==> src/hw/rtl/sshbd_pkg.sv <==
// shared types, constants and prefix tables for the ssh banner detector
// no dependencies; imported by every module of the block
package sshbd_pkg;

  // byte counter width and the wider of counter and limit register widths
  localparam int COUNT_BITS = 16;
  localparam int LIMIT_W    = 16;
  localparam int OUT_W      = 16;
  localparam int CMP_W      = (COUNT_BITS > LIMIT_W) ? COUNT_BITS : LIMIT_W;

  localparam logic [COUNT_BITS-1:0] COUNT_MAX   = '1;
  localparam logic [LIMIT_W-1:0]    LIMIT_RESET = LIMIT_W'(1000);

  // marker and terminator bytes
  localparam logic [23:0] MARK_HEAD = 24'h535348;  // "SSH"
  localparam logic [7:0]  MARK_TAIL = 8'h2D;       // "-"
  localparam logic [7:0]  LINE_FEED = 8'h0A;
  localparam logic [2:0]  IDX_LAST  = 3'd7;

  typedef enum logic {
    PH_SEARCH,
    PH_MATCH
  } phase_t;

  typedef enum logic [1:0] {
    DEC_NONE    = 2'd0,
    DEC_MATCHED = 2'd1,
    DEC_FAILED  = 2'd2
  } dec_t;

  typedef enum logic [1:0] {
    ST_ACCEPTED    = 2'd0,
    ST_UNSUPPORTED = 2'd1,
    ST_TOO_LONG    = 2'd2
  } status_t;

  typedef enum logic [1:0] {
    VER_1_0  = 2'd0,
    VER_1_99 = 2'd1,
    VER_2_0  = 2'd2
  } version_t;

  // one byte held in the input stage
  typedef struct packed {
    logic       valid;
    logic [7:0] data;
  } beat_t;

  // one result item
  typedef struct packed {
    logic [1:0]       status;
    logic [1:0]       version;
    logic [OUT_W-1:0] banner_offset;
    logic [OUT_W-1:0] consumed;
  } result_t;

  // length of each version prefix after the marker
  function automatic logic [2:0] prefix_len(input logic [1:0] ver);
    logic [2:0] len;
    case (ver)
      VER_1_99: len = 3'd5;
      default:  len = 3'd4;
    endcase
    return len;
  endfunction

  // expected byte of each version prefix at a given position
  function automatic logic [7:0] prefix_char(input logic [1:0] ver, input logic [2:0] idx);
    logic [7:0] ch;
    case ({ver, idx})
      {VER_1_0, 3'd0}:  ch = "1";
      {VER_1_0, 3'd1}:  ch = ".";
      {VER_1_0, 3'd2}:  ch = "0";
      {VER_1_0, 3'd3}:  ch = "-";
      {VER_1_99, 3'd0}: ch = "1";
      {VER_1_99, 3'd1}: ch = ".";
      {VER_1_99, 3'd2}: ch = "9";
      {VER_1_99, 3'd3}: ch = "9";
      {VER_1_99, 3'd4}: ch = "-";
      {VER_2_0, 3'd0}:  ch = "2";
      {VER_2_0, 3'd1}:  ch = ".";
      {VER_2_0, 3'd2}:  ch = "0";
      {VER_2_0, 3'd3}:  ch = "-";
      default:          ch = 8'h00;
    endcase
    return ch;
  endfunction

endpackage

==> src/hw/rtl/sshbd_if.sv <==
// valid/ready channel interfaces: byte input, result output, limit register write
// no dependencies
interface sshbd_byte_if;
  logic       valid;
  logic       ready;
  logic [7:0] data_byte;
  modport source (output valid, output data_byte, input ready);
  modport sink (input valid, input data_byte, output ready);
endinterface

interface sshbd_result_if;
  logic        valid;
  logic        ready;
  logic [1:0]  status;
  logic [1:0]  version;
  logic [15:0] banner_offset;
  logic [15:0] consumed;
  modport source (output valid, output status, output version, output banner_offset,
                  output consumed, input ready);
  modport sink (input valid, input status, input version, input banner_offset,
                input consumed, output ready);
endinterface

interface sshbd_cfg_if;
  logic        valid;
  logic        ready;
  logic [15:0] max_bytes;
  modport source (output valid, output max_bytes, input ready);
  modport sink (input valid, input max_bytes, output ready);
endinterface

==> src/hw/rtl/sshbd_in_stage.sv <==
// input register: captures one byte beat and holds it until the matcher takes it
// depends on sshbd_pkg and sshbd_byte_if
module sshbd_in_stage
  import sshbd_pkg::*;
(
  input  logic          clk,
  input  logic          rst,
  sshbd_byte_if.sink    byte_in,
  input  logic          drain,
  output beat_t         held
);

  logic       held_valid;
  logic [7:0] held_data;

  // accept when empty or when the held beat leaves this cycle
  assign byte_in.ready = !held_valid || drain;

  // valid flag
  always_ff @(posedge clk) begin
    if (rst) begin
      held_valid <= 1'b0;
    end else if (byte_in.valid && byte_in.ready) begin
      held_valid <= 1'b1;
    end else if (drain) begin
      held_valid <= 1'b0;
    end
  end

  // payload
  always_ff @(posedge clk) begin
    if (byte_in.valid && byte_in.ready) begin
      held_data <= byte_in.data_byte;
    end
  end

  assign held.valid = held_valid;
  assign held.data  = held_data;

endmodule

==> src/hw/rtl/sshbd_matcher.sv <==
// banner matcher: scan state registers and the per-byte next-state logic
// depends on sshbd_pkg
module sshbd_matcher
  import sshbd_pkg::*;
(
  input  logic               clk,
  input  logic               rst,
  input  beat_t              held,
  input  logic               drain,
  input  logic [LIMIT_W-1:0] max_bytes,
  output logic               emit,
  output result_t            res
);

  phase_t                phase, phase_next;
  logic [23:0]           recent_bytes, recent_bytes_next;
  logic [COUNT_BITS-1:0] byte_count, byte_count_next;
  logic [COUNT_BITS-1:0] marker_offset, marker_offset_next;
  logic [2:0]            prefix_index, prefix_index_next;
  logic [2:0]            candidates_alive, candidates_alive_next;
  logic [1:0]            matched_version, matched_version_next;
  dec_t                  version_decided, version_decided_next;
  logic [COUNT_BITS-1:0] cnt_inc;
  logic [7:0]            b;

  assign b = held.data;

  // state registers, advanced once per byte beat
  always_ff @(posedge clk) begin
    if (rst) begin
      phase            <= PH_SEARCH;
      recent_bytes     <= '0;
      byte_count       <= '0;
      marker_offset    <= '0;
      prefix_index     <= '0;
      candidates_alive <= 3'b111;
      matched_version  <= '0;
      version_decided  <= DEC_NONE;
    end else if (drain) begin
      phase            <= phase_next;
      recent_bytes     <= recent_bytes_next;
      byte_count       <= byte_count_next;
      marker_offset    <= marker_offset_next;
      prefix_index     <= prefix_index_next;
      candidates_alive <= candidates_alive_next;
      matched_version  <= matched_version_next;
      version_decided  <= version_decided_next;
    end
  end

  // next state and result for the held byte
  always_comb begin
    cnt_inc = (byte_count == COUNT_MAX) ? byte_count : byte_count + 1'b1;

    phase_next            = phase;
    recent_bytes_next     = recent_bytes;
    byte_count_next       = cnt_inc;
    marker_offset_next    = marker_offset;
    prefix_index_next     = prefix_index;
    candidates_alive_next = candidates_alive;
    matched_version_next  = matched_version;
    version_decided_next  = version_decided;
    emit                  = 1'b0;
    res                   = '0;

    unique case (phase)
      PH_SEARCH: begin
        // look for "SSH-" in the sliding window
        if (b == MARK_TAIL && recent_bytes == MARK_HEAD) begin
          phase_next         = PH_MATCH;
          marker_offset_next = (cnt_inc >= COUNT_BITS'(4)) ? cnt_inc - COUNT_BITS'(4) : '0;
        end
        recent_bytes_next = {recent_bytes[15:0], b};
      end
      PH_MATCH: begin
        if (b == LINE_FEED) begin
          // end of banner line
          emit              = 1'b1;
          res.banner_offset = OUT_W'(CMP_W'(marker_offset));
          if (version_decided == DEC_MATCHED) begin
            res.status  = ST_ACCEPTED;
            res.version = matched_version;
          end else begin
            res.status  = ST_UNSUPPORTED;
            res.version = VER_1_0;
          end
        end else if (version_decided == DEC_NONE) begin
          // check all live prefixes in parallel
          for (int c = 0; c < 3; c++) begin
            if (candidates_alive[c]) begin
              if (prefix_index >= prefix_len(2'(c)) || b != prefix_char(2'(c), prefix_index)) begin
                candidates_alive_next[c] = 1'b0;
              end else if (prefix_index + 3'd1 == prefix_len(2'(c))) begin
                matched_version_next = 2'(c);
                version_decided_next = DEC_MATCHED;
              end
            end
          end
          if (version_decided_next == DEC_NONE && candidates_alive_next == 3'b000) begin
            version_decided_next = DEC_FAILED;
          end
          if (prefix_index < IDX_LAST) begin
            prefix_index_next = prefix_index + 3'd1;
          end
        end
      end
      default: begin
      end
    endcase

    // byte limit or saturated counter
    if (!emit && (CMP_W'(cnt_inc) >= CMP_W'(max_bytes) || cnt_inc == COUNT_MAX)) begin
      emit              = 1'b1;
      res.status        = ST_TOO_LONG;
      res.version       = VER_1_0;
      res.banner_offset = (phase_next == PH_MATCH) ? OUT_W'(CMP_W'(marker_offset_next)) : '0;
    end

    res.consumed = OUT_W'(CMP_W'(cnt_inc));

    // restart the search after any result
    if (emit) begin
      phase_next            = PH_SEARCH;
      recent_bytes_next     = '0;
      byte_count_next       = '0;
      marker_offset_next    = '0;
      prefix_index_next     = '0;
      candidates_alive_next = 3'b111;
      matched_version_next  = '0;
      version_decided_next  = DEC_NONE;
    end
  end

endmodule

==> src/hw/rtl/sshbd_out_stage.sv <==
// result register: holds one result beat until the consumer takes it
// depends on sshbd_pkg and sshbd_result_if
module sshbd_out_stage
  import sshbd_pkg::*;
(
  input  logic            clk,
  input  logic            rst,
  input  logic            load,
  input  result_t         res,
  output logic            space,
  sshbd_result_if.source  result_out
);

  logic    out_valid;
  result_t out_data;

  // free now or freed by the consumer this cycle
  assign space = !out_valid || result_out.ready;

  // valid flag
  always_ff @(posedge clk) begin
    if (rst) begin
      out_valid <= 1'b0;
    end else if (load) begin
      out_valid <= 1'b1;
    end else if (result_out.ready) begin
      out_valid <= 1'b0;
    end
  end

  // payload
  always_ff @(posedge clk) begin
    if (load) begin
      out_data <= res;
    end
  end

  assign result_out.valid         = out_valid;
  assign result_out.status        = out_data.status;
  assign result_out.version       = out_data.version;
  assign result_out.banner_offset = out_data.banner_offset;
  assign result_out.consumed      = out_data.consumed;

endmodule

==> src/hw/rtl/ssh_banner_detector_unit.sv <==
// top level of the ssh banner detector: limit register and stage wiring
// depends on sshbd_pkg, sshbd_if, sshbd_in_stage, sshbd_matcher, sshbd_out_stage
//
//  channel     | dir | payload                                      | beat
//  byte_in     | in  | data_byte[7:0]                               | valid & ready
//  result_out  | out | status[1:0] version[1:0] banner_offset[15:0] | valid & ready
//              |     | consumed[15:0]                               |
//  cfg         | in  | max_bytes[15:0]                              | valid & ready
//
// one byte per cycle sustained while result_out.ready is high; a byte is
// registered in the input register and its result, if any, is loaded into the
// result register as the byte drains; the matcher scan state advances per drain.
// synchronous reset sets the limit to 1000 and restarts the search.
// while a result waits and result_out.ready is low, the matcher holds and the
// input register fills, then byte_in.ready drops. cfg is always ready.
module ssh_banner_detector_unit
  import sshbd_pkg::*;
(
  input  logic            clk,
  input  logic            rst,
  sshbd_byte_if.sink      byte_in,
  sshbd_result_if.source  result_out,
  sshbd_cfg_if.sink       cfg
);

  logic [LIMIT_W-1:0] max_bytes;
  beat_t              held;
  logic               drain;
  logic               emit;
  logic               space;
  result_t            res;

  // limit register
  assign cfg.ready = 1'b1;

  always_ff @(posedge clk) begin
    if (rst) begin
      max_bytes <= LIMIT_RESET;
    end else if (cfg.valid && cfg.ready) begin
      max_bytes <= cfg.max_bytes;
    end
  end

  // the held byte moves on when the result register can take a result
  assign drain = held.valid && space;

  sshbd_in_stage u_in (
    .clk     (clk),
    .rst     (rst),
    .byte_in (byte_in),
    .drain   (drain),
    .held    (held)
  );

  sshbd_matcher u_match (
    .clk       (clk),
    .rst       (rst),
    .held      (held),
    .drain     (drain),
    .max_bytes (max_bytes),
    .emit      (emit),
    .res       (res)
  );

  sshbd_out_stage u_out (
    .clk        (clk),
    .rst        (rst),
    .load       (drain && emit),
    .res        (res),
    .space      (space),
    .result_out (result_out)
  );

endmodule
==> src/flat_wrapper.sv <==
// flat-port wrapper written by rule: the top's interface ports become plain ports
module ssh_banner_detector_unit_flat import sshbd_pkg::*;
  (clk, rst, byte_in_valid, byte_in_data_byte, byte_in_ready, result_out_valid, result_out_status, result_out_version, result_out_banner_offset, result_out_consumed, result_out_ready, cfg_valid, cfg_max_bytes, cfg_ready);
  sshbd_byte_if byte_in_i ();
  sshbd_result_if result_out_i ();
  sshbd_cfg_if cfg_i ();
  input  logic clk;
  input  logic rst;
  input wire logic [$bits(byte_in_i.valid)-1:0] byte_in_valid;
  input wire logic [$bits(byte_in_i.data_byte)-1:0] byte_in_data_byte;
  output wire logic [$bits(byte_in_i.ready)-1:0] byte_in_ready;
  output wire logic [$bits(result_out_i.valid)-1:0] result_out_valid;
  output wire logic [$bits(result_out_i.status)-1:0] result_out_status;
  output wire logic [$bits(result_out_i.version)-1:0] result_out_version;
  output wire logic [$bits(result_out_i.banner_offset)-1:0] result_out_banner_offset;
  output wire logic [$bits(result_out_i.consumed)-1:0] result_out_consumed;
  input wire logic [$bits(result_out_i.ready)-1:0] result_out_ready;
  input wire logic [$bits(cfg_i.valid)-1:0] cfg_valid;
  input wire logic [$bits(cfg_i.max_bytes)-1:0] cfg_max_bytes;
  output wire logic [$bits(cfg_i.ready)-1:0] cfg_ready;
  assign byte_in_i.valid = byte_in_valid;
  assign byte_in_i.data_byte = byte_in_data_byte;
  assign byte_in_ready = byte_in_i.ready;
  assign result_out_valid = result_out_i.valid;
  assign result_out_status = result_out_i.status;
  assign result_out_version = result_out_i.version;
  assign result_out_banner_offset = result_out_i.banner_offset;
  assign result_out_consumed = result_out_i.consumed;
  assign result_out_i.ready = result_out_ready;
  assign cfg_i.valid = cfg_valid;
  assign cfg_i.max_bytes = cfg_max_bytes;
  assign cfg_ready = cfg_i.ready;
  ssh_banner_detector_unit u_core (.clk(clk), .rst(rst), .byte_in(byte_in_i), .result_out(result_out_i), .cfg(cfg_i));
endmodule
==> config.mk <==
export PLATFORM = sky130hd
export DESIGN_NAME = ssh_banner_detector_unit_flat
export DESIGN_NICKNAME = d
export VERILOG_FILES = /design/src/hw/rtl/sshbd_pkg.sv /design/src/hw/rtl/sshbd_if.sv /design/src/hw/rtl/sshbd_in_stage.sv /design/src/hw/rtl/sshbd_matcher.sv /design/src/hw/rtl/sshbd_out_stage.sv /design/src/hw/rtl/ssh_banner_detector_unit.sv /design/src/flat_wrapper.sv
export SDC_FILE = /design/constraint.sdc
export NUM_CORES = 1
export LEC_CHECK = 0
export ABC_AREA = 1
export BUFFER_PORTS_ARGS = -buffer_cell sky130_fd_sc_hd__buf_2
export CORE_ASPECT_RATIO = 0.9
export CORE_MARGIN = 3
export CORE_UTILIZATION = 30
export CTS_CLUSTER_SIZE = 24
export DETAILED_ROUTE_END_ITERATION = 10
export GPL_ROUTABILITY_DRIVEN = 1
export GPL_TIMING_DRIVEN = 0
export HOLD_SLACK_MARGIN = 0.12
export PLACE_DENSITY = 0.44
export SETUP_SLACK_MARGIN = 0.02
export SLEW_MARGIN = 20
export SYNTH_ARGS = -nofsm -noshare
export SYNTH_HDL_FRONTEND = slang
export SYNTH_HIERARCHICAL = 1
export SYNTH_SLANG_ARGS = --single-unit
==> constraint.sdc <==
create_clock -name clk -period 8 [get_ports clk]
set_input_delay 1.2 -clock clk [delete_from_list [all_inputs] [get_ports clk]]
set_output_delay 1.2 -clock clk [all_outputs]
set_load 0.02 [all_outputs]
==> impl_metrics.tcl, run 1 <==
set metrics [dict create \
    hold_ws_ns 0.4568 \
    worstSkewPairLatency_ns 0.42 \
    finalSetupViolCount 0 \
    worst_pin_slew_ns 0.8973 \
    netlist_instances 928 \
    yosys-top-cells-area "dfxtp_1 (24%), edfxtp_1 (19%), nand2_1 (15%)" \
    stdcell_count 1323 \
    hold_depth 2 \
    grt_pass1_vias 5749 \
    fillCellCount 2463 \
    dieArea_sq_um 25430 \
    yosysTopAreaCell "dfxtp_1" \
    cts_tree "yes" \
    p_per_area_nw_per_um2 183.6 \
    ys_seq_area_frac 0.4279 \
    fin_nets 1068 \
    required_ns 8.34 \
    clockBufferDepth 2 \
    wl_um 18980 \
    cts.sinks 129 \
    syn_area_per_cell_sq_um 7.612 \
    cts.root.buffer_cell "clkbuf_16" \
    finalHoldViolCount 0 \
    portBuffers 65 \
    coreArea_sq_um 22840 \
    startpoint_type "flop" \
    crit_arrival_ns 4.36 \
    cts_buffers 17 \
    hold_buffers 0 \
    vias 6092 \
    syn_to_final_growth_pct 18.19 \
    status "finished clean" \
    period_minus_slack_ns 4.029 \
    crit_path_start "u_core/u_match/byte_count[0]$_SDFFE_PP0P_" \
    crit_type "reg -> reg" \
    num_rows 52 \
    finalMaxSlewViolations 0 \
    viasPerCell 4.605 \
    skew_ns 0.01385 \
    relSlewSlack 0.4018 \
    antenna_found_initial 0 \
    dieWidth_um 167.8 \
    synth_seq_cells 129 \
    pre_cts_slack_ns 3.922 \
    grt-ovfl-total 0 \
    fin_ws_ns 3.971 \
    peakVddDrop_mv 0.1013 \
    ios 68 \
    first_pass_iters 5 \
    dp_hpwl_um 14160 \
    track_usage 0.1547 \
    cts_resized 0 \
    drive_gt1_frac 0.1715 \
    routedWlPerCell_um 14.34 \
    cap_viol_max_count 0 \
    drc 0 \
    synth.distinct_cells 45 \
    initialDrtViolationCount 407 \
    p_leak_nw 3.537 \
    crit-reg2reg-launch "u_core/u_match/byte_count[0]$_SDFFE_PP0P_" \
    synth_top_area_frac 0.2409 \
    ff2ff_path_depth 19 \
    place_area_sq_um 7789 \
    start_util 0.3093 \
    gp_congestion 0.8184 \
    grt_pass1_wl_um 31080 \
    fmax_mhz 248.2 \
    yosysWarnings 6 \
    fin_crit_sh 0.5037 \
    worstHoldStart "u_core/max_bytes[8]$_SDFFE_PP1P_" \
    cp_max_fo 10 \
    htreeDepth 4 \
    setup_tns_ns 0 \
    post-cts-setup-buffer-count 0 \
    power_mw 1.533 \
    fp.dieH_um 151.6 \
    grt_max_degree 28 \
    min_path_type "reg -> reg" \
    dp_cells 1291 \
    rsz0062_at_grt "false" \
    cts.clk_slew.worst_paths_ns 0.06 \
    fin_util 0.3656 \
    syn-cell-area_sq_um 7064 \
    syn_nets 983 \
    num_antenna_cells 0 \
    stdcell_area_sq_um 8349 \
    detail-route-antenna-nets 0 \
    critPathCaptureType "flop" \
]
==> cells by family (layout without fill, tap and decap cells) <==
group | after synthesis | in the layout | synth area share
AND/OR/NAND/NOR | 522 | 522 | 0.3349
XOR/XNOR | 17 | 17 | 0.02108
buffers and inverters | 121 | 219 | 0.07988
flip-flops | 129 | 129 | 0.4279
other | 1 | 1 | 0.0005308
adder cells (fa/ha/maj) | 26 | 26 | 0.04605
AO/OA/AOI/OAI | 112 | 112 | 0.08962
==> synth_stat cells, drive strengths merged <==
cell      n
a211oi    1
a21oi    58
a22oi    16
and2      2
buf      16
clkbuf   13
clkinv    3
conb      1
dfxtp    85
edfxtp   44
ha       26
inv      89
nand2   318
nand3    43
nand3b    4
nand4    17
nor2    127
nor3      6
nor3b     1
nor4      4
o211ai    2
o21ai    32
o21bai    2
o22ai     1
xnor2     2
xor2     15
==> layout make-up <==
| cell class | count | area [sq um] | share of cell area |
|---|---|---|---|
| Multi-Input combinational cell | 678 | 3485 | 0.4174 |
| Sequential cell | 129 | 3023 | 0.3621 |
| Clock buffer | 24 | 513.0 | 0.06144 |
| Tap cell | 297 | 371.6 | 0.04451 |
| Inverter | 92 | 354.1 | 0.04241 |
| Timing Repair Buffer | 66 | 345.3 | 0.04136 |
| Buffer | 29 | 210.2 | 0.02518 |
| Clock inverter | 8 | 47.55 | 0.005695 |
==> layout by cell type (no fill, tap or decap), drive strengths merged, types with 26 or more instances in the layout <==
cell type	instances
nand2	318
nor2	127
inv	92
dfxtp	85
buf	82
a21oi	58
edfxtp	44
nand3	43
clkbuf	37
o21ai	32
ha	26
==> report_power, final <==
part | leakage [nW] | internal [mW] | switching [mW] | total (mW)
sequential | 1.02 | 0.688 | 0.0112 | 0.699
clock | 0.286 | 0.447 | 0.297 | 0.743
combinational | 2.23 | 0.0323 | 0.0578 | 0.0901
==> path summary, 6_finish.rpt <==
path	endpoint	slack (ns)
hold reg to reg	u_core/max_bytes[8]$_SDFFE_PP1P_	0.46
setup / recovery	u_core/u_match/recent_bytes[2]$_SDFFE_PP0P_	3.97
setup reg to reg	u_core/u_match/recent_bytes[2]$_SDFFE_PP0P_	3.97
hold / removal	u_core/max_bytes[8]$_SDFFE_PP1P_	0.46
==> sequential cells by signal, indices dropped and copies added, names as in the netlist, 3 cells and up <==
register	count
u_core/max_bytes	16
u_core/u_in/held_data	8
u_core/u_match/byte_count	16
u_core/u_match/candidates_alive	3
u_core/u_match/marker_offset	16
u_core/u_match/prefix_index	3
u_core/u_match/recent_bytes	24
u_core/u_out/result_out.banner_offset	16
u_core/u_out/result_out.consumed	16
==> per-layer routing <==
metal  wire length (um)  vias to the layer above  global-route usage
met3                735                       12             0.03139
li1                   -                     3178                   -
met5                  0                        -                   0
met4                174                        0             0.03681
met2               7935                      114              0.2325
met1              10130                     2788              0.2280
==> worst max-delay path, stage by stage, from the launching register on <==
cell and delay, ns:
dfxtp_1 0.47, ha_1 0.31, nand2_2 0.09, nor2_2 0.10
nand2_2 0.13, nor2_8 0.19, inv_4 0.07, buf_12 0.15
nand2_2 0.22, ha_1 0.30, a21oi_1 0.13, o21ai_0 0.10
a21oi_1 0.12, o21ai_0 0.09, nor2_1 0.51, nand3_4 0.29
o21ai_4 0.31, buf_6 0.19, nand2_1 0.06, a21oi_1 0.12
(Power assumes the default switching activity.)
==> run 2: changes to the inputs <==
Clock period 8 ns to 4.2 ns, I/O delays scaled along.
==> impl_metrics.tcl, run 2 (synthesis results as in run 1) <==
set metrics [dict create \
    final_common_cell "nand2_1" \
    power_mw 2.947 \
    seqPwrFrac 0.452 \
    antenna_found_initial 0 \
    r2r-end "u_core/u_out/result_out.banner_offset[8]$_DFFE_PP_" \
    wl_um 18770 \
    syn_to_final_growth_pct 19.11 \
    place_area_sq_um 7789 \
    crit_type "reg -> reg" \
    grt_pass1_wl_um 30060 \
    worstSkewPairLatency_ns 0.42 \
    min_path_type "in -> reg" \
    start_util 0.3093 \
    cts_buffers 17 \
    hold_end "u_core/u_in/held_data[1]$_DFFE_PP_" \
    cts.sinks 129 \
    relSlewSlack 0.4102 \
    drc 0 \
    p_per_area_nw_per_um2 350.2 \
    finalHoldViolCount 0 \
    hold_ws_ns 0.3818 \
    portBuffers 65 \
    most-common-layout-cells "nand2_1 (290), nor2_1 (110), dfxtp_1 (85), inv_1 (83), buf_2 (67)" \
    grt-ovfl-total 0 \
    largest_reg_flops 24 \
    swShare 0.2464 \
    cts.clk_slew.worst_paths_ns 0.06 \
    clkPwrFrac 0.490 \
    dieArea_sq_um 25430 \
    dieWidth_um 167.8 \
    largest-register "u_core/u_match/recent_bytes" \
    required_ns 4.31 \
    grt_pass1_vias 5607 \
    critPathBufInv 3 \
    hold_buffers 0 \
    first_pass_iters 5 \
    p_int_mw 2.221 \
    coreArea_sq_um 22840 \
    startpoint_type "flop" \
    fin_nets 1072 \
    fillCellCount 2407 \
    stdcell_area_sq_um 8414 \
    crit-reg2reg-launch "u_core/u_match/byte_count[0]$_SDFFE_PP0P_" \
    status "finished clean" \
    critPathCaptureType "flop" \
    htreeDepth 4 \
    drive_gt1_frac 0.1786 \
    rsz0062_at_grt "false" \
    cpPeakStageDelay_ns 0.38 \
    p_leak_nw 3.561 \
    num_antenna_cells 0 \
    routedWlPerCell_um 14.14 \
    grt_max_degree 27 \
    cts_tree "yes" \
    clockBufferDepth 2 \
    finalSetupViolCount 0 \
    gp_congestion 0.8060 \
    initialDrtViolationCount 364 \
    cp_max_fo 26 \
    ff2ff_path_depth 17 \
    fp.dieH_um 151.6 \
    hold_depth 1 \
    vias 6070 \
    cts.root.buffer_cell "clkbuf_16" \
    setup_tns_ns 0 \
    cap_viol_max_count 0 \
    fin_crit_sh 0.8903 \
    rrSetupSlack_ns 0.46 \
    viasPerCell 4.574 \
    crit_slowest_cell "dfxtp_1" \
    p_switching_mw 0.7260 \
    combinationalPowerShare 0.058 \
    period_minus_slack_ns 3.739 \
    critPathTopFamily "compound AO/OA/AOI/OAI gates" \
    worstPathCellList "ha_1, nand2_2, nor2_2, nand2_2, nor2_8, a21oi_1, inv_1, ha_1, nand2_1, o21ai_0, a21oi_1, o21ai_0, nor2_4, nand3_4, inv_1, nor2_4, buf_12" \
    peakVddDrop_mv 0.2173 \
    fmax_mhz 267.4 \
    track_usage 0.1498 \
    worst_pin_slew_ns 0.8846 \
    dp_hpwl_um 13970 \
    ios 68 \
    worstHoldStart "byte_in_data_byte[1]" \
    crit_arrival_ns 3.85 \
    num_rows 52 \
    finalMaxSlewViolations 0 \
    skew_ns 0.01097 \
    detail-route-antenna-nets 0 \
]
## run 2: cell types whose count changed in the layout (fill, tap and decap cells not counted), moves of 2 or more
cell	change
buf_4	+4
inv_6	+4
clkbuf_8	-3
clkbuf_1	-2
clkinv_2	-2
clkinv_4	+2
clkinvlp_4	+2
inv_4	-2
## run 2: per-layer routing
metal,vias up,track usage,wire (um)
met1,2726,0.2208,9843
met5,-,0,0
met4,0,0.04049,214
met3,14,0.03061,929
met2,143,0.2226,7780
li1,3187,-,-
## run 2: worst register-to-register path, stage by stage (launching register included)
cell     delay, ns
dfxtp_1       0.38
ha_1          0.30
nand2_2       0.11
nor2_2        0.04
nand2_2       0.15
nor2_8        0.08
a21oi_1       0.35
inv_1         0.22
ha_1          0.37
nand2_1       0.05
o21ai_0       0.19
a21oi_1       0.10
o21ai_0       0.29
nor2_4        0.12
nand3_4       0.19
inv_1         0.10
nor2_4        0.18
buf_12        0.21
## run 2: power groups by stage
stage	logic (mW)	registers, mW	clock network, mW
3_3_place_gp	0.173	1.36	0
4_1_cts	0.174	1.33	1.49
2_1_floorplan	0.121	1.35	0
5_1_grt	0.196	1.33	1.54
6_report	0.172	1.33	1.44
3_5_place_dp	0.173	1.36	0
## run 2: metrics by stage
step	instances	setup WS, ns	util
2_1_floorplan	928	0.4632	-
3_3_place_gp	1290	-0.7994	0.3400
3_5_place_dp	1291	0.08991	0.3411
4_1_cts	1323	0.08748	0.3665
5_1_grt	1327	0.1419	0.3685
6_report	1327	0.4606	0.3685
## run 2: cell type report
cell class / instances / area [sq um] / share of cell area
inverters: 92 / 354.1 / 0.04208
clock inverters: 12 / 92.59 / 0.01100
multi-input cells: 678 / 3498 / 0.4158
flip-flops and latches: 129 / 3023 / 0.3593
repair buffers: 70 / 375.4 / 0.04461
plain buffers: 29 / 210.2 / 0.02498
well taps: 297 / 371.6 / 0.04416
clock buffers: 20 / 489.2 / 0.05814
## run 2: worst max-delay path by stage
stage	startpoint	end	slack (ns)	cells past startpoint
final	u_core/u_match/byte_count[0]$_SDFFE_PP0P_	u_core/u_out/result_out.banner_offset[8]$_DFFE_PP_	0.46	17
after global routing	u_core/u_match/byte_count[0]$_SDFFE_PP0P_	u_core/u_out/result_out.banner_offset[8]$_DFFE_PP_	0.14	18
after CTS	u_core/u_match/byte_count[0]$_SDFFE_PP0P_	u_core/u_match/recent_bytes[21]$_SDFFE_PP0P_	0.09	19
after detailed placement	u_core/u_match/byte_count[0]$_SDFFE_PP0P_	u_core/u_match/recent_bytes[18]$_SDFFE_PP0P_	0.09	19
after global placement	u_core/u_match/byte_count[0]$_SDFFE_PP0P_	u_core/u_out/result_out.consumed[14]$_DFFE_PP_	-0.80	17
after floorplan	u_core/u_match/byte_count[0]$_SDFFE_PP0P_	u_core/u_out/result_out.banner_offset[0]$_DFFE_PP_	0.46	16
## run 2: repair_timing
action,4_1_cts,5_1_grt
setup endpoints to repair,0,114
resized for setup,0,3
buffers inserted,0,4
==> run 3: changes to the inputs <==
Settings changed: CORE_UTILIZATION 30 to 60, PLACE_DENSITY 0.44 to 0.79.
==> impl_metrics.tcl, run 3 (synthesis results as in run 1) <==
set metrics [dict create \
    final_common_cell "nand2_1" \
    finalMaxSlewViolations 0 \
    dp_cells 1146 \
    p_leak_nw 3.543 \
    critPathCaptureType "flop" \
    min_path_type "in -> reg" \
    rsz0062_at_grt "false" \
    drc 0 \
    stdcell_area_sq_um 8209 \
    fillCellCount 904 \
    wl_um 16800 \
    crit_arrival_ns 4.19 \
    num_antenna_cells 0 \
    hold_depth 1 \
    ios 68 \
    fin_nets 1071 \
    period_minus_slack_ns 3.856 \
    worstHoldStart "byte_in_data_byte[3]" \
    largest_reg_flops 24 \
    finalSetupViolCount 0 \
    dieArea_sq_um 13110 \
    start_util 0.6324 \
    stdcell_count 1181 \
    startpoint_type "flop" \
    cts.root.buffer_cell "clkbuf_16" \
    worstPathCellList "ha_1, nand2_2, nor2_2, nand2_2, nor2_8, inv_4, buf_12, nand2_2, ha_1, a21oi_1, o21ai_0, a21oi_1, o21ai_0, nor2_2, nand3_4, o21ai_4, buf_6, nand2_1, a21oi_1" \
    first_pass_iters 5 \
    cts_tree "yes" \
    cts.sinks 129 \
    cap_viol_max_count 0 \
    setup_tns_ns 0 \
    relSlewSlack 0.5266 \
    rrSetupSlack_ns 0.34 \
    cp_max_fo 10 \
    skew_ns 0.007827 \
    status "finished clean" \
    cts_buffers 17 \
    required_ns 4.54 \
    vias 6316 \
    cpPeakStageDelay_ns 0.48 \
    grt_pass1_vias 5711 \
    most-common-layout-cells "nand2_1 (290), nor2_1 (110), dfxtp_1 (85), inv_1 (83), buf_2 (67)" \
    r2r-end "u_core/u_match/recent_bytes[16]$_SDFFE_PP0P_" \
    hold_end "u_core/u_in/held_data[3]$_DFFE_PP_" \
    critPathBufInv 3 \
    fp.dieH_um 108.9 \
    crit_slowest_cell "dfxtp_1" \
    largest-register "u_core/u_match/recent_bytes" \
    grt-ovfl-total 0 \
    clockBufferDepth 2 \
    track_usage 0.2690 \
    fin_util 0.7349 \
    num_rows 36 \
    critPathTopFamily "simple AND/OR/NAND/NOR gates" \
    fin_crit_sh 0.9180 \
    ff2ff_path_depth 19 \
    finalHoldViolCount 0 \
    final-seq-area_sq_um 3023 \
    portBuffers 65 \
    hold_buffers 0 \
    viasPerCell 5.348 \
    dieWidth_um 120.4 \
    p_per_area_nw_per_um2 356.8 \
    drive_gt1_frac 0.1749 \
    crit_type "reg -> reg" \
    grt_max_degree 31 \
    syn_to_final_growth_pct 16.21 \
    worstSkewPairLatency_ns 0.42 \
    fmax_mhz 259.4 \
    coreArea_sq_um 11170 \
    cts.clk_slew.worst_paths_ns 0.06 \
    worst_pin_slew_ns 0.7101 \
    antenna_found_initial 0 \
    peakVddDrop_mv 0.4447 \
    dp_hpwl_um 11890 \
    htreeDepth 4 \
    place_area_sq_um 7607 \
    grt_pass1_wl_um 27600 \
    multiInputGateArea_sq_um 3487 \
    crit-reg2reg-launch "u_core/u_match/byte_count[0]$_SDFFE_PP0P_" \
    detail-route-antenna-nets 0 \
    routedWlPerCell_um 14.23 \
    initialDrtViolationCount 570 \
    gp_congestion 0.9364 \
]
==> run 3: cell count changes in the layout (fill, tap and decap cells not counted), sizes merged <==
cell,delta
buf,-1
clkbuf,-2
bufinv,+1
clkinvlp,+1
==> run 3: worst max path at each step <==
stage | end | depth (start not counted) | start | slack (ns)
final | u_core/u_match/recent_bytes[16]$_SDFFE_PP0P_ | 19 | u_core/u_match/byte_count[0]$_SDFFE_PP0P_ | 0.34
after global routing | u_core/u_match/recent_bytes[16]$_SDFFE_PP0P_ | 19 | u_core/u_match/byte_count[0]$_SDFFE_PP0P_ | 0.1
after CTS | u_core/u_match/recent_bytes[16]$_SDFFE_PP0P_ | 19 | u_core/u_match/byte_count[0]$_SDFFE_PP0P_ | 0.21
after detailed placement | u_core/u_match/recent_bytes[16]$_SDFFE_PP0P_ | 19 | u_core/u_match/byte_count[0]$_SDFFE_PP0P_ | 0.28
after global placement | u_core/u_out/result_out.consumed[10]$_DFFE_PP_ | 17 | u_core/u_match/byte_count[0]$_SDFFE_PP0P_ | -0.60
after floorplan | u_core/u_out/result_out.banner_offset[0]$_DFFE_PP_ | 16 | u_core/u_match/byte_count[0]$_SDFFE_PP0P_ | 0.46
==> run 3: where the power goes <==
part | total, mW | internal [mW] | switching [mW]
Sequential | 1.33 | 1.31 | 0.0209
Combinational | 0.171 | 0.0616 | 0.109
Clock | 1.43 | 0.854 | 0.573
Total | 2.93 | 2.23 | 0.703
==> run 3: layout make-up <==
| cell class | instances | share of cell area |
|---|---|---|
| Buffer | 29 | 0.02561 |
| Timing Repair Buffer | 69 | 0.04481 |
| Sequential cell | 129 | 0.3682 |
| Inverter | 92 | 0.04313 |
| Tap cell | 152 | 0.02317 |
| Multi-Input combinational cell | 678 | 0.4248 |
| Clock buffer | 18 | 0.05487 |
| Clock inverter | 14 | 0.01539 |
==> run 3: worst register-to-register path, stage by stage, from the launching register on <==
cell	delay (ns)
dfxtp_1	0.48
ha_1	0.30
nand2_2	0.09
nor2_2	0.10
nand2_2	0.13
nor2_8	0.17
inv_4	0.06
buf_12	0.15
nand2_2	0.19
ha_1	0.29
a21oi_1	0.13
o21ai_0	0.12
a21oi_1	0.16
o21ai_0	0.12
nor2_2	0.34
nand3_4	0.24
o21ai_4	0.30
buf_6	0.18
nand2_1	0.06
a21oi_1	0.16
==> run 3: through the flow <==
step / power [mW] / hold slack (ns) / setup WS, ns
after floorplan: 1.472 / 0.4289 / 0.4632
after global placement: 1.520 / 0.4399 / -0.6013
after global routing: 3.033 / 0.3627 / 0.09593
after detailed placement: 1.523 / 0.4458 / 0.2755
final: 2.929 / 0.3859 / 0.3442
after CTS: 2.950 / 0.3688 / 0.2105
==> run 3: layer usage <==
metal	wire, um	part of all wire	track usage
met1	7810	0.46	0.3609
met2	7824	0.47	0.4344
met3	1006	0.060	0.06483
met4	162	0.0096	0.08414
met5	0	0	0
==> run 3: timing repair <==
action | 4_1_cts | 5_1_grt
endpoints found under the setup margin | 0 | 57
resized for setup | 0 | 1
setup buffers | 0 | 3
